[config.mk]
export PLATFORM = sky130hd
export DESIGN_NAME = command_line_tokenizer_unit
export DESIGN_NICKNAME = d
export VERILOG_FILES = /design/src/hw/rtl/clt_pkg.sv /design/src/hw/rtl/command_line_tokenizer_unit.sv
export SDC_FILE = /design/constraint.sdc
export NUM_CORES = 1
export LEC_CHECK = 0
export ABC_AREA = 0
export BUFFER_PORTS_ARGS = -buffer_cell sky130_fd_sc_hd__clkbuf_2
export CORE_UTILIZATION = 35
export DETAILED_ROUTE_END_ITERATION = 16
export PLACE_DENSITY_LB_ADDON = 0.05
export SLEW_MARGIN = 0
export SYNTH_ARGS = -nofsm -noshare
export SYNTH_HDL_FRONTEND = slang
export SYNTH_SLANG_ARGS = --single-unit
[constraint.sdc]
create_clock -name clk -period 4.9 [get_ports clk]
set_input_delay 1.225 -clock clk [delete_from_list [all_inputs] [get_ports clk]]
set_output_delay 1.225 -clock clk [all_outputs]
set_load 0.1 [all_outputs]
[src/hw/rtl/clt_pkg.sv]
// Package for the command line tokenizer: character codes, quote modes and step logic.
package clt_pkg;

	localparam logic [7:0] CH_SPACE  = 8'h20;
	localparam logic [7:0] CH_TAB    = 8'h09;
	localparam logic [7:0] CH_DQUOTE = 8'h22;
	localparam logic [7:0] CH_SQUOTE = 8'h27;
	localparam logic [7:0] CH_BSLASH = 8'h5C;

	localparam logic DIALECT_POSIX   = 1'b0;
	localparam logic DIALECT_WINDOWS = 1'b1;

	typedef enum logic [1:0] {
		QM_NONE   = 2'd0,
		QM_SINGLE = 2'd1,
		QM_DOUBLE = 2'd2
	} quote_t;

	// Tokenizer state carried from one character to the next.
	typedef struct packed {
		quote_t     quote_mode;
		logic       in_argument;
		logic       held_backslash;
	} tok_state_t;

	// Outcome of one character handled with no backslash pending.
	typedef struct packed {
		tok_state_t st;
		logic       emit;
		logic [7:0] ch;
		logic       ended;
	} plain_t;

	// One result item.
	typedef struct packed {
		logic [7:0] first_char;
		logic       first_valid;
		logic [7:0] second_char;
		logic       second_valid;
		logic       arg_end;
		logic       line_done;
	} tok_result_t;

	// Plain character rules; at most one character joins the argument.
	function automatic plain_t plain_step(tok_state_t st, logic dia, logic [7:0] v);
		plain_t r;
		r.st    = st;
		r.emit  = 1'b0;
		r.ch    = v;
		r.ended = 1'b0;
		if (!st.in_argument && (v == CH_SPACE || v == CH_TAB)) begin
			// skip blanks between arguments
		end else begin
			r.st.in_argument = 1'b1;
			if (dia == DIALECT_WINDOWS) begin
				if (v == CH_SPACE && st.quote_mode == QM_NONE) begin
					r.ended          = 1'b1;
					r.st.in_argument = 1'b0;
				end else if (v == CH_BSLASH) begin
					r.st.held_backslash = 1'b1;
				end else if (v == CH_DQUOTE) begin
					r.st.quote_mode = (st.quote_mode != QM_NONE) ? QM_NONE : QM_DOUBLE;
				end else begin
					r.emit = 1'b1;
				end
			end else if (st.quote_mode == QM_SINGLE) begin
				if (v == CH_BSLASH) begin
					r.st.held_backslash = 1'b1;
				end else if (v == CH_SQUOTE) begin
					r.st.quote_mode = QM_NONE;
				end else begin
					r.emit = 1'b1;
				end
			end else if (st.quote_mode != QM_NONE) begin
				if (v == CH_BSLASH) begin
					r.st.held_backslash = 1'b1;
				end else if (v == CH_DQUOTE) begin
					r.st.quote_mode = QM_NONE;
				end else begin
					r.emit = 1'b1;
				end
			end else begin
				if (v == CH_SPACE) begin
					r.ended          = 1'b1;
					r.st.in_argument = 1'b0;
				end else if (v == CH_BSLASH) begin
					r.st.held_backslash = 1'b1;
				end else if (v == CH_DQUOTE) begin
					r.st.quote_mode = QM_DOUBLE;
				end else if (v == CH_SQUOTE) begin
					r.st.quote_mode = QM_SINGLE;
				end else begin
					r.emit = 1'b1;
				end
			end
		end
		return r;
	endfunction

endpackage

[src/hw/rtl/command_line_tokenizer_unit.sv]
// Command line tokenizer: splits a character stream into arguments, one character per transfer.
// An input transfer reaches the result through the input register and then the result register.
// Throughput: 1 item per cycle while out_stall is low; the tokenizer state updates as an item moves forward.
// While a finished result waits under out_stall, the input register can still take an item, then in_stall rises.
// Reset (arst_n low, asynchronous): both stages empty, not in quotes, no argument, no backslash held,
// dialect back to POSIX rules.
module command_line_tokenizer_unit
	import clt_pkg::*;
(
	input  logic       clk,
	input  logic       arst_n,
	// configuration write channel
	input  logic       cfg_valid,
	output logic       cfg_ready,
	input  logic       dialect,
	// input item channel
	input  logic       in_valid,
	output logic       in_stall,
	input  logic [7:0] char_in,
	input  logic       line_end,
	// result channel
	output logic       out_valid,
	input  logic       out_stall,
	output logic [7:0] first_char,
	output logic       first_valid,
	output logic [7:0] second_char,
	output logic       second_valid,
	output logic       arg_end,
	output logic       line_done
);

	logic        dialect_q;
	tok_state_t  state_q;

	// input register
	logic        valid_s1;
	logic [7:0]  char_s1;
	logic        end_s1;

	// result register
	logic        valid_s2;
	tok_result_t res_s2;

	logic        adv_s2;
	logic        adv_s1;
	tok_state_t  state_d;
	tok_result_t res_d;
	plain_t      pl;

	// The register is only to be written while idle; the block does not enforce this, so it is always ready.
	assign cfg_ready = 1'b1;

	// Result stage takes new data when empty or when its result is being taken.
	assign adv_s2   = !valid_s2 || !out_stall;
	// The input stage moves on whenever the result stage takes it.
	assign adv_s1   = valid_s1 && adv_s2;
	assign in_stall = valid_s1 && !adv_s2;

	// Step logic: handle the held item against the current tokenizer state.
	always_comb begin
		state_d = state_q;
		res_d   = '0;
		pl      = plain_step(state_q, dialect_q, char_s1);
		if (end_s1) begin
			// flush: a held backslash joins as itself, an open argument ends
			res_d.first_valid = state_q.held_backslash;
			res_d.first_char  = state_q.held_backslash ? CH_BSLASH : 8'h00;
			res_d.arg_end     = state_q.in_argument || state_q.held_backslash;
			res_d.line_done   = 1'b1;
			state_d.quote_mode     = QM_NONE;
			state_d.in_argument    = 1'b0;
			state_d.held_backslash = 1'b0;
		end else if (state_q.held_backslash) begin
			state_d.held_backslash = 1'b0;
			state_d.in_argument    = 1'b1;
			// rules for a character after a backslash may pass it on to the plain rules
			pl = plain_step(state_d, dialect_q, char_s1);
			if (dialect_q == DIALECT_WINDOWS) begin
				if (char_s1 == CH_DQUOTE) begin
					res_d.first_valid = 1'b1;
					res_d.first_char  = char_s1;
				end else begin
					res_d.first_valid  = 1'b1;
					res_d.first_char   = CH_BSLASH;
					res_d.second_valid = pl.emit;
					res_d.second_char  = pl.emit ? pl.ch : 8'h00;
					res_d.arg_end      = pl.ended;
					state_d            = pl.st;
				end
			end else if (state_q.quote_mode == QM_SINGLE) begin
				// doubled backslash collapses to one
				res_d.first_valid = 1'b1;
				res_d.first_char  = CH_BSLASH;
				if (char_s1 != CH_BSLASH) begin
					res_d.second_valid = pl.emit;
					res_d.second_char  = pl.emit ? pl.ch : 8'h00;
					res_d.arg_end      = pl.ended;
					state_d            = pl.st;
				end
			end else if (state_q.quote_mode != QM_NONE) begin
				if (char_s1 == CH_SQUOTE) begin
					// kept before a single quote inside double quotes
					res_d.first_valid  = 1'b1;
					res_d.first_char   = CH_BSLASH;
					res_d.second_valid = pl.emit;
					res_d.second_char  = pl.emit ? pl.ch : 8'h00;
					res_d.arg_end      = pl.ended;
					state_d            = pl.st;
				end else begin
					res_d.first_valid = 1'b1;
					res_d.first_char  = char_s1;
				end
			end else begin
				res_d.first_valid = 1'b1;
				res_d.first_char  = char_s1;
			end
		end else begin
			res_d.first_valid = pl.emit;
			res_d.first_char  = pl.emit ? pl.ch : 8'h00;
			res_d.arg_end     = pl.ended;
			state_d           = pl.st;
		end
	end

	// Control state and configuration.
	always_ff @(posedge clk or negedge arst_n) begin
		if (!arst_n) begin
			dialect_q <= DIALECT_POSIX;
			state_q   <= '{quote_mode: QM_NONE, in_argument: 1'b0, held_backslash: 1'b0};
			valid_s1  <= 1'b0;
			valid_s2  <= 1'b0;
		end else begin
			if (cfg_valid && cfg_ready) begin
				dialect_q <= dialect;
			end
			if (!in_stall) begin
				valid_s1 <= in_valid;
			end
			if (adv_s2) begin
				valid_s2 <= valid_s1;
			end
			// advance the tokenizer state exactly once per item
			if (adv_s1) begin
				state_q <= state_d;
			end
		end
	end

	// Payload registers: hold while stalled.
	always_ff @(posedge clk) begin
		if (in_valid && !in_stall) begin
			char_s1 <= char_in;
			end_s1  <= line_end;
		end
		if (adv_s1) begin
			res_s2 <= res_d;
		end
	end

	assign out_valid    = valid_s2;
	assign first_char   = res_s2.first_char;
	assign first_valid  = res_s2.first_valid;
	assign second_char  = res_s2.second_char;
	assign second_valid = res_s2.second_valid;
	assign arg_end      = res_s2.arg_end;
	assign line_done    = res_s2.line_done;

endmodule

==> results of run 1 <==
-- flip-flops by register name (all words and copies together) (netlist names) --
signal        cells
char_s1           8
first_char        8
second_char       8
state_q           4
arg_end           1
dialect_q         1
end_s1            1
first_valid       1
line_done         1
out_valid         1
second_valid      1
valid_s1          1
-- per-layer routing --
layer | share of wire, % | routed length (um) | GRT usage, % | up-vias
li1 | - | - | - | 676
met1 | 43 | 1860 | 21.3 | 667
met2 | 49 | 2080 | 28.4 | 51
met3 | 5.5 | 237 | 5.01 | 7
met4 | 2.3 | 98 | 7.34 | 0
met5 | 0 | 0 | 0 | -
-- cell usage in the layout (no fill, tap or decap), types with 2 or more instances in the layout --
master,synthesis,routed
sky130_fd_sc_hd__a31oi_1,2,2
sky130_fd_sc_hd__nand2b_1,2,2
sky130_fd_sc_hd__nand3_1,4,4
sky130_fd_sc_hd__nand2_1,12,12
sky130_fd_sc_hd__or3_1,2,2
sky130_fd_sc_hd__nor3b_1,4,4
sky130_fd_sc_hd__edfxtp_1,29,29
sky130_fd_sc_hd__dfrtp_1,7,7
sky130_fd_sc_hd__inv_1,2,2
sky130_fd_sc_hd__nor4_1,3,3
sky130_fd_sc_hd__o21a_1,3,3
sky130_fd_sc_hd__and2_1,10,10
sky130_fd_sc_hd__clkbuf_2,0,36
sky130_fd_sc_hd__nand4b_1,3,3
sky130_fd_sc_hd__o21ai_0,5,5
sky130_fd_sc_hd__nor3_1,4,4
sky130_fd_sc_hd__nor2_1,9,9
sky130_fd_sc_hd__and4bb_2,2,2
sky130_fd_sc_hd__o211ai_1,2,2
sky130_fd_sc_hd__clkbuf_8,0,5
sky130_fd_sc_hd__o22a_1,2,2
sky130_fd_sc_hd__a21oi_1,4,4
sky130_fd_sc_hd__o2111a_1,2,2
sky130_fd_sc_hd__and3_1,3,3
-- per-stage QoR --
step	util [%]	area [um2]	setup slack (ns)	hold WS, ns	instances
floorplan	-	1840	1.72	0.457	156
global placement	40.7	2070	1.77	0.491	252
detailed placement	40.7	2070	1.76	0.500	252
CTS	42.9	2170	1.75	0.509	260
global route	42.9	2170	1.73	0.563	260
finish	42.9	2170	1.76	0.513	260
-- power by group --
part	total, mW	leakage, nW	switching (mW)	internal, mW
registers	0.387	0.371	0.0279	0.359
clock network	0.253	0.0552	0.103	0.151
logic	0.182	0.422	0.145	0.0364
-- worst max path at each step --
stage,startpoint,to,cells past startpoint
2_1_floorplan,out_stall,in_stall,2
3_3_place_gp,out_stall,in_stall,4
3_5_place_dp,out_stall,in_stall,4
4_1_cts,out_stall,in_stall,4
5_1_grt,out_stall,in_stall,4
6_report,out_stall,in_stall,4
-- worst max-delay path, delay by kind of cell --
kind	cells	cell delay [ns]
buffers and inverters	3	0.60
and+or+nand+nor	1	0.09
-- kinds of logic after synthesis --
family,Yosys count
AO/OA/AOI/OAI,36
buffers and inverters,13
flip-flops,36
multiplexers,2
other,1
AND/OR/NAND/NOR,68
-- final cells by class --
cell class / instances / area share [%]
clock buffer: 6 / 3.34
clock inverter: 2 / 1.61
inverter: 3 / 0.518
multi-input combinational: 107 / 34.1
sequential: 36 / 48.1
tap: 70 / 4.03
timing repair buffer: 36 / 8.29
==> flow_summary.rst, run 1 <==
.. list-table::
   :header-rows: 1

   * - Metric
     - Value
   * - Xor/xnor cell area share of the yosys netlist
     - 0%
   * - Simple-gate portion of the synthesized area
     - 22.5%
   * - Vias/cell
     - 5.39
   * - Status
     - finished clean
   * - Number of synthesized register bits
     - 36
   * - Insertion delay of the later-clocked pin in the worst-skew pair
     - 0.29 ns
   * - Max transition margin
     - 43.7%
   * - Detailed-route via count
     - 1401
   * - Routability-driven placement congestion ratio
     - 0.867
   * - Critical-path maximum fanout
     - 3
   * - Finish-stage setup viols
     - 0
   * - Number of antenna violations at the first check in global routing
     - 0
   * - Multi-input logic area
     - 742 um2
   * - Storage element area
     - 1050 um2
   * - Synth Warn #
     - 0
   * - Crit Path Category
     - primary input to output port
   * - Post-Syn Area
     - 1840 um2
   * - Post-DP HPWL
     - 3030 um
   * - Crit path cell chain
     - clkbuf_2, nand3_1, inv_1, clkbuf_2
   * - Syn nets
     - 171
   * - Nets
     - 204
   * - Share of cell area taken by muxes after synthesis
     - 1.15%
   * - Layout Area Growth over Synthesis
     - 18.0%
   * - Dominant register cell in the synthesized netlist
     - sky130_fd_sc_hd__edfxtp_1
   * - Total DRC errors in the routed layout
     - 0
   * - Most frequent cell on the critical path
     - sky130_fd_sc_hd__clkbuf_2
   * - Quantity of gates resized following cts
     - 0
   * - Startpoint of the lowest-slack hold path
     - valid_s1$_DFFE_PN0N_
   * - Clock sink count
     - 36
   * - Highest attainable clock frequency
     - 319 MHz
   * - Starting Density
     - 36.3%
   * - Standby leakage power
     - 0.848 nW
   * - Worst hold path endpoint
     - out_valid$_DFFE_PN0N_
   * - Unrepaired setup endpoints after global routing
     - false
   * - Initial DRC count
     - 69
   * - Hold violation total from the final report
     - 0
   * - Crit path required time
     - 3.67 ns
   * - Maximum cell stage delay along the critical path
     - 0.44 ns
   * - Post-Synthesis Cells
     - 156
   * - Power Dens Cells
     - 378 nW/um2
   * - Routed Wire Length
     - 4280 um
   * - Average detailed-routed wire length per instance
     - 16.4 um
   * - Critical-path cell with the highest stage delay
     - sky130_fd_sc_hd__clkbuf_2
   * - Avg Inst Size Synth
     - 11.8 um2
   * - Die area
     - 5560 um2
   * - Most common library cells after synthesis
     - sky130_fd_sc_hd__edfxtp_1 (29), sky130_fd_sc_hd__nand2_1 (12), sky130_fd_sc_hd__and2_1 (10), sky130_fd_sc_hd__nor2_1 (9)
   * - Standard cell core area
     - 5070 um2
   * - Final critical-path required period
     - 3.14 ns
   * - Library cell with the largest summed area after synthesis
     - sky130_fd_sc_hd__edfxtp_1
   * - Worst-path clk slew
     - 0.07 ns
   * - Synth Area in Compound Gates
     - 16.4%
   * - Max Buffers Root-to-Sink
     - 2
   * - Total number of H-tree levels
     - 2
   * - Number of global-route vias before repair
     - 1354
   * - Count of antenna diodes in the layout
     - 0
   * - Largest net degree at the start of global routing
     - 27
   * - Number of max-slew violations in the final report
     - 0
   * - Count of hold buffers inserted by post-cts repair
     - 0
   * - Chip Height
     - 74.6 um
   * - Post-CTS Setup Inserts
     - 0
   * - Buffer type at the clock tree root
     - sky130_fd_sc_hd__clkbuf_8
   * - Grt total ovfl
     - 0
   * - Reg2reg start
     - char_s1[1]$_DFFE_PP_
   * - Area share of fa/ha/maj cells after synthesis
     - 0%
   * - Type of destination of the critical path
     - output port
   * - Fraction of the yosys area taken by sequential cells
     - 56.8%
   * - Portion of synthesized cell area occupied by the leading cell type
     - 47.3%
   * - Most numerous cell in the Yosys netlist
     - sky130_fd_sc_hd__edfxtp_1
   * - Least-Margin Pin Slew
     - 0.844 ns
   * - Endpoint arrival time on the critical path
     - 1.91 ns
   * - Number of fillers in the final layout
     - 515
   * - Fraction of final layout cells sized beyond drive strength 1
     - 27.9%
   * - Final worst clock skew
     - 0.00603 ns
   * - Post-detailed-route count of antenna-violating nets
     - 0
   * - Row count
     - 26
   * - Summed negative setup slack over all endpoints
     - 0 ns
   * - Crit start category
     - primary input
   * - Share of flip-flops with an asynchronous set or reset after synthesis
     - 19.4%
   * - Clock buffers created by TritonCTS
     - 5
   * - Count of distinct cell types in the synthesized netlist
     - 55
   * - Max Cap Viol
     - 0
   * - CTS tree
     - yes
   * - Main combinational cell family by area after synthesis
     - simple AND/OR/NAND/NOR gates
   * - Cells taking the most area after synthesis
     - sky130_fd_sc_hd__edfxtp_1 (47%), sky130_fd_sc_hd__dfrtp_1 (9.5%), sky130_fd_sc_hd__and2_1 (3.4%)
   * - Cell count of the worst hold path
     - 1
   * - Overall power of the completed layout
     - 822 uW
   * - Pre-antenna DRT Iters
     - 4
   * - Endpoint of the lowest-slack register-to-register path
     - second_char[2]$_SDFFCE_PP0P_
   * - Number of ports placed on the die boundary
     - 38
   * - Die boundary width
     - 74.6 um
   * - Worst Reg2Reg Path Length in Cells
     - 5
   * - Final worst path period share
     - 64.1%
   * - Buffers added on ports
     - 36
   * - Register-to-Register Setup Slack
     - 2.48 ns
   * - All-Layer GR Usage
     - 17.3%
   * - Max VDD drop
     - 0.178 mV
   * - First-pass GRT wire length
     - 6800 um
   * - Type of the most critical hold path
     - flip-flop to flip-flop
   * - Number of flops mapped to enable cells by yosys
     - 29
Power figures use the tool's default switching activity.
==> inputs of run 2 (changes only) <==
==> constraint.sdc (replaced) <==
create_clock -name clk -period 2.6 [get_ports clk]
set_input_delay 0.65 -clock clk [delete_from_list [all_inputs] [get_ports clk]]
set_output_delay 0.65 -clock clk [all_outputs]
set_load 0.1 [all_outputs]
==> run 2 against run 1 <==
Highest routed layer unchanged. Largest cell class unchanged. Largest power group unchanged. Clock power is 53% higher. Sequential cell count stayed put. Clock skew is 0.00076 ns higher.
==> flow_summary.rst, run 2 (synthesis gave the netlist of run 1 again) <==
.. list-table::
   :header-rows: 1

   * - Metric
     - Value
   * - Buffer type at the clock tree root
     - sky130_fd_sc_hd__clkbuf_8
   * - Worst-path clk slew
     - 0.07 ns (about the same)
   * - Standard cell core area
     - 5070 um2 (unchanged)
   * - Max Buffers Root-to-Sink
     - 2 (unchanged)
   * - Crit Path Category
     - flip-flop to flip-flop
   * - Chip Height
     - 74.6 um (unchanged)
   * - Crit start category
     - flip-flop
   * - Count of antenna diodes in the layout
     - 0 (unchanged)
   * - Least-Margin Pin Slew
     - 0.552 ns (-0.292 ns)
   * - Final critical-path required period
     - 2.29 ns
   * - Highest attainable clock frequency
     - 436 MHz
   * - Clock sink count
     - 36 (unchanged)
   * - Total number of H-tree levels
     - 2 (unchanged)
   * - Post-CTS Setup Inserts
     - 0 (unchanged)
   * - Fraction of final layout cells sized beyond drive strength 1
     - 29.6% (+1.7 points)
   * - Routability-driven placement congestion ratio
     - 0.833 (-3.9%)
   * - Average detailed-routed wire length per instance
     - 16.2 um (-1.3%)
   * - Initial DRC count
     - 132 (+91%)
   * - Layout Area Growth over Synthesis
     - 19.1%
   * - Standby leakage power
     - 0.862 nW (+1.6%)
   * - Insertion delay of the later-clocked pin in the worst-skew pair
     - 0.29 ns (about the same)
   * - Number of ports placed on the die boundary
     - 38 (unchanged)
   * - Number of antenna violations at the first check in global routing
     - 0 (unchanged)
   * - Status
     - finished clean
   * - Die area
     - 5560 um2 (unchanged)
   * - Max transition margin
     - 62.9% (+19 points)
   * - Crit path required time
     - 2.64 ns (-1.03 ns)
   * - Clock buffers created by TritonCTS
     - 5 (unchanged)
   * - Starting Density
     - 36.3% (unchanged)
   * - Non-filler instance count after layout
     - 266 (+2.3%)
   * - Unrepaired setup endpoints after global routing
     - false
   * - Area post-placement
     - 2110 um2 (+2.2%)
   * - Buffers added on ports
     - 36 (unchanged)
   * - Number of fillers in the final layout
     - 496 (-3.7%)
   * - Die boundary width
     - 74.6 um (unchanged)
   * - Nets
     - 210 (+2.9%)
   * - Total DRC errors in the routed layout
     - 0 (unchanged)
   * - Final instance area
     - 2200 um2 (+0.98%)
   * - Final worst clock skew
     - 0.00678 ns (+0.000758 ns)
   * - Post-detailed-route count of antenna-violating nets
     - 0 (unchanged)
   * - Most common library cell in the layout ignoring fill and taps
     - sky130_fd_sc_hd__clkbuf_2
   * - Max Cap Viol
     - 0 (unchanged)
   * - Commonest non-fill, non-tap cells in the layout
     - sky130_fd_sc_hd__clkbuf_2 (36), sky130_fd_sc_hd__edfxtp_1 (29), sky130_fd_sc_hd__nand2_1 (12)
   * - Number of global-route vias before repair
     - 1359 (+0.37%)
   * - Hold violation total from the final report
     - 0 (unchanged)
   * - Post-placement cell count
     - 258 (+2.4%)
   * - Post-DP HPWL
     - 3080 um (+1.5%)
   * - Pre-antenna DRT Iters
     - 5 (+1)
   * - Quantity of gates resized following cts
     - 0 (unchanged)
   * - Number of max-slew violations in the final report
     - 0 (unchanged)
   * - All-Layer GR Usage
     - 16.9% (-0.46 points)
   * - Endpoint arrival time on the critical path
     - 2.34 ns (+0.43 ns)
   * - Final worst path period share
     - 88.3%
   * - CTS tree
     - yes
   * - Overall power of the completed layout
     - 1.47 mW (+79%)
   * - Max VDD drop
     - 0.296 mV (+66%)
   * - Routed Wire Length
     - 4320 um (+0.94%)
   * - Critical-path maximum fanout
     - 8 (+5)
   * - Worst hold margin
     - 0.189 ns (-0.324 ns)
   * - Vias/cell
     - 5.50 (+2.1%)
   * - Power Dens Cells
     - 668 nW/um2 (+77%)
   * - Type of the most critical hold path
     - primary input to asynchronous set/reset pin
   * - Finish-stage setup viols
     - 0 (unchanged)
   * - Row count
     - 26 (unchanged)
   * - First-pass GRT wire length
     - 6800 um (-0.10%)
   * - Grt total ovfl
     - 0 (unchanged)
   * - Summed negative setup slack over all endpoints
     - 0 ns (unchanged)
   * - Count of hold buffers inserted by post-cts repair
     - 0 (unchanged)
   * - Detailed-route via count
     - 1464 (+4.5%)
   * - Largest net degree at the start of global routing
     - 26 (-3.7%)
   * - Type of destination of the critical path
     - flip-flop
## run 2: worst max-delay path, cell delays in order (launching register included)
cell,delay (ns)
sky130_fd_sc_hd__edfxtp_1,0.52
sky130_fd_sc_hd__or4_4,0.62
sky130_fd_sc_hd__o41ai_4,0.44
sky130_fd_sc_hd__nor3_1,0.16
sky130_fd_sc_hd__a221o_1,0.31
## run 2: power by group
group | total, mW | leakage [nW] | switching [mW] | internal [mW]
clock network | 0.386 | 0.0388 | 0.200 | 0.186
logic | 0.359 | 0.452 | 0.283 | 0.0752
registers | 0.723 | 0.371 | 0.0479 | 0.675
total | 1.47 | 0.862 | 0.532 | 0.936
## run 2: metrics by stage
stage          setup slack (ns)  utilization, %
5_1_grt                   0.207            43.3
6_report                  0.305            43.3
2_1_floorplan             0.176               -
3_5_place_dp              0.305            41.6
3_3_place_gp              0.329            41.6
4_1_cts                   0.300            43.3
## run 2: worst paths after layout
kind / from / to / slack, ns / cells after the start
setup / recovery: char_s1[4]$_DFFE_PP_ / first_char[3]$_DFFE_PP_ / 0.31 / 4
hold / removal: arst_n / out_valid$_DFFE_PN0N_ / 0.19 / 1
setup reg to reg: char_s1[4]$_DFFE_PP_ / first_char[3]$_DFFE_PP_ / 0.31 / 4
hold reg to reg: valid_s1$_DFFE_PN0N_ / out_valid$_DFFE_PN0N_ / 0.51 / 1
max in group asynchronous: arst_n / dialect_q$_DFFE_PN0P_ / 2.24 / 1
min in group clk: valid_s1$_DFFE_PN0N_ / out_valid$_DFFE_PN0N_ / 0.51 / 1
## run 2: layout make-up
class                   instances  area (um2)  area share (%)
flip-flops and latches         36        1050            47.6
multi-input cells             107         742            33.8
repair buffers                 42         225            10.3
well taps                      70        87.6            3.99
clock buffers                   6        72.6            3.30
clock inverters                 2        11.3           0.513
inverters                       3        11.3           0.513
## run 2: layer usage
| layer | global-route usage [%] | wire, um | up-vias |
|---|---|---|---|
| li1 | - | - | 686 |
| met1 | 21.1 | 1880 | 709 |
| met2 | 27.3 | 2130 | 60 |
| met3 | 4.34 | 226 | 9 |
| met4 | 7.76 | 85 | 0 |
| met5 | 0 | 0 | - |
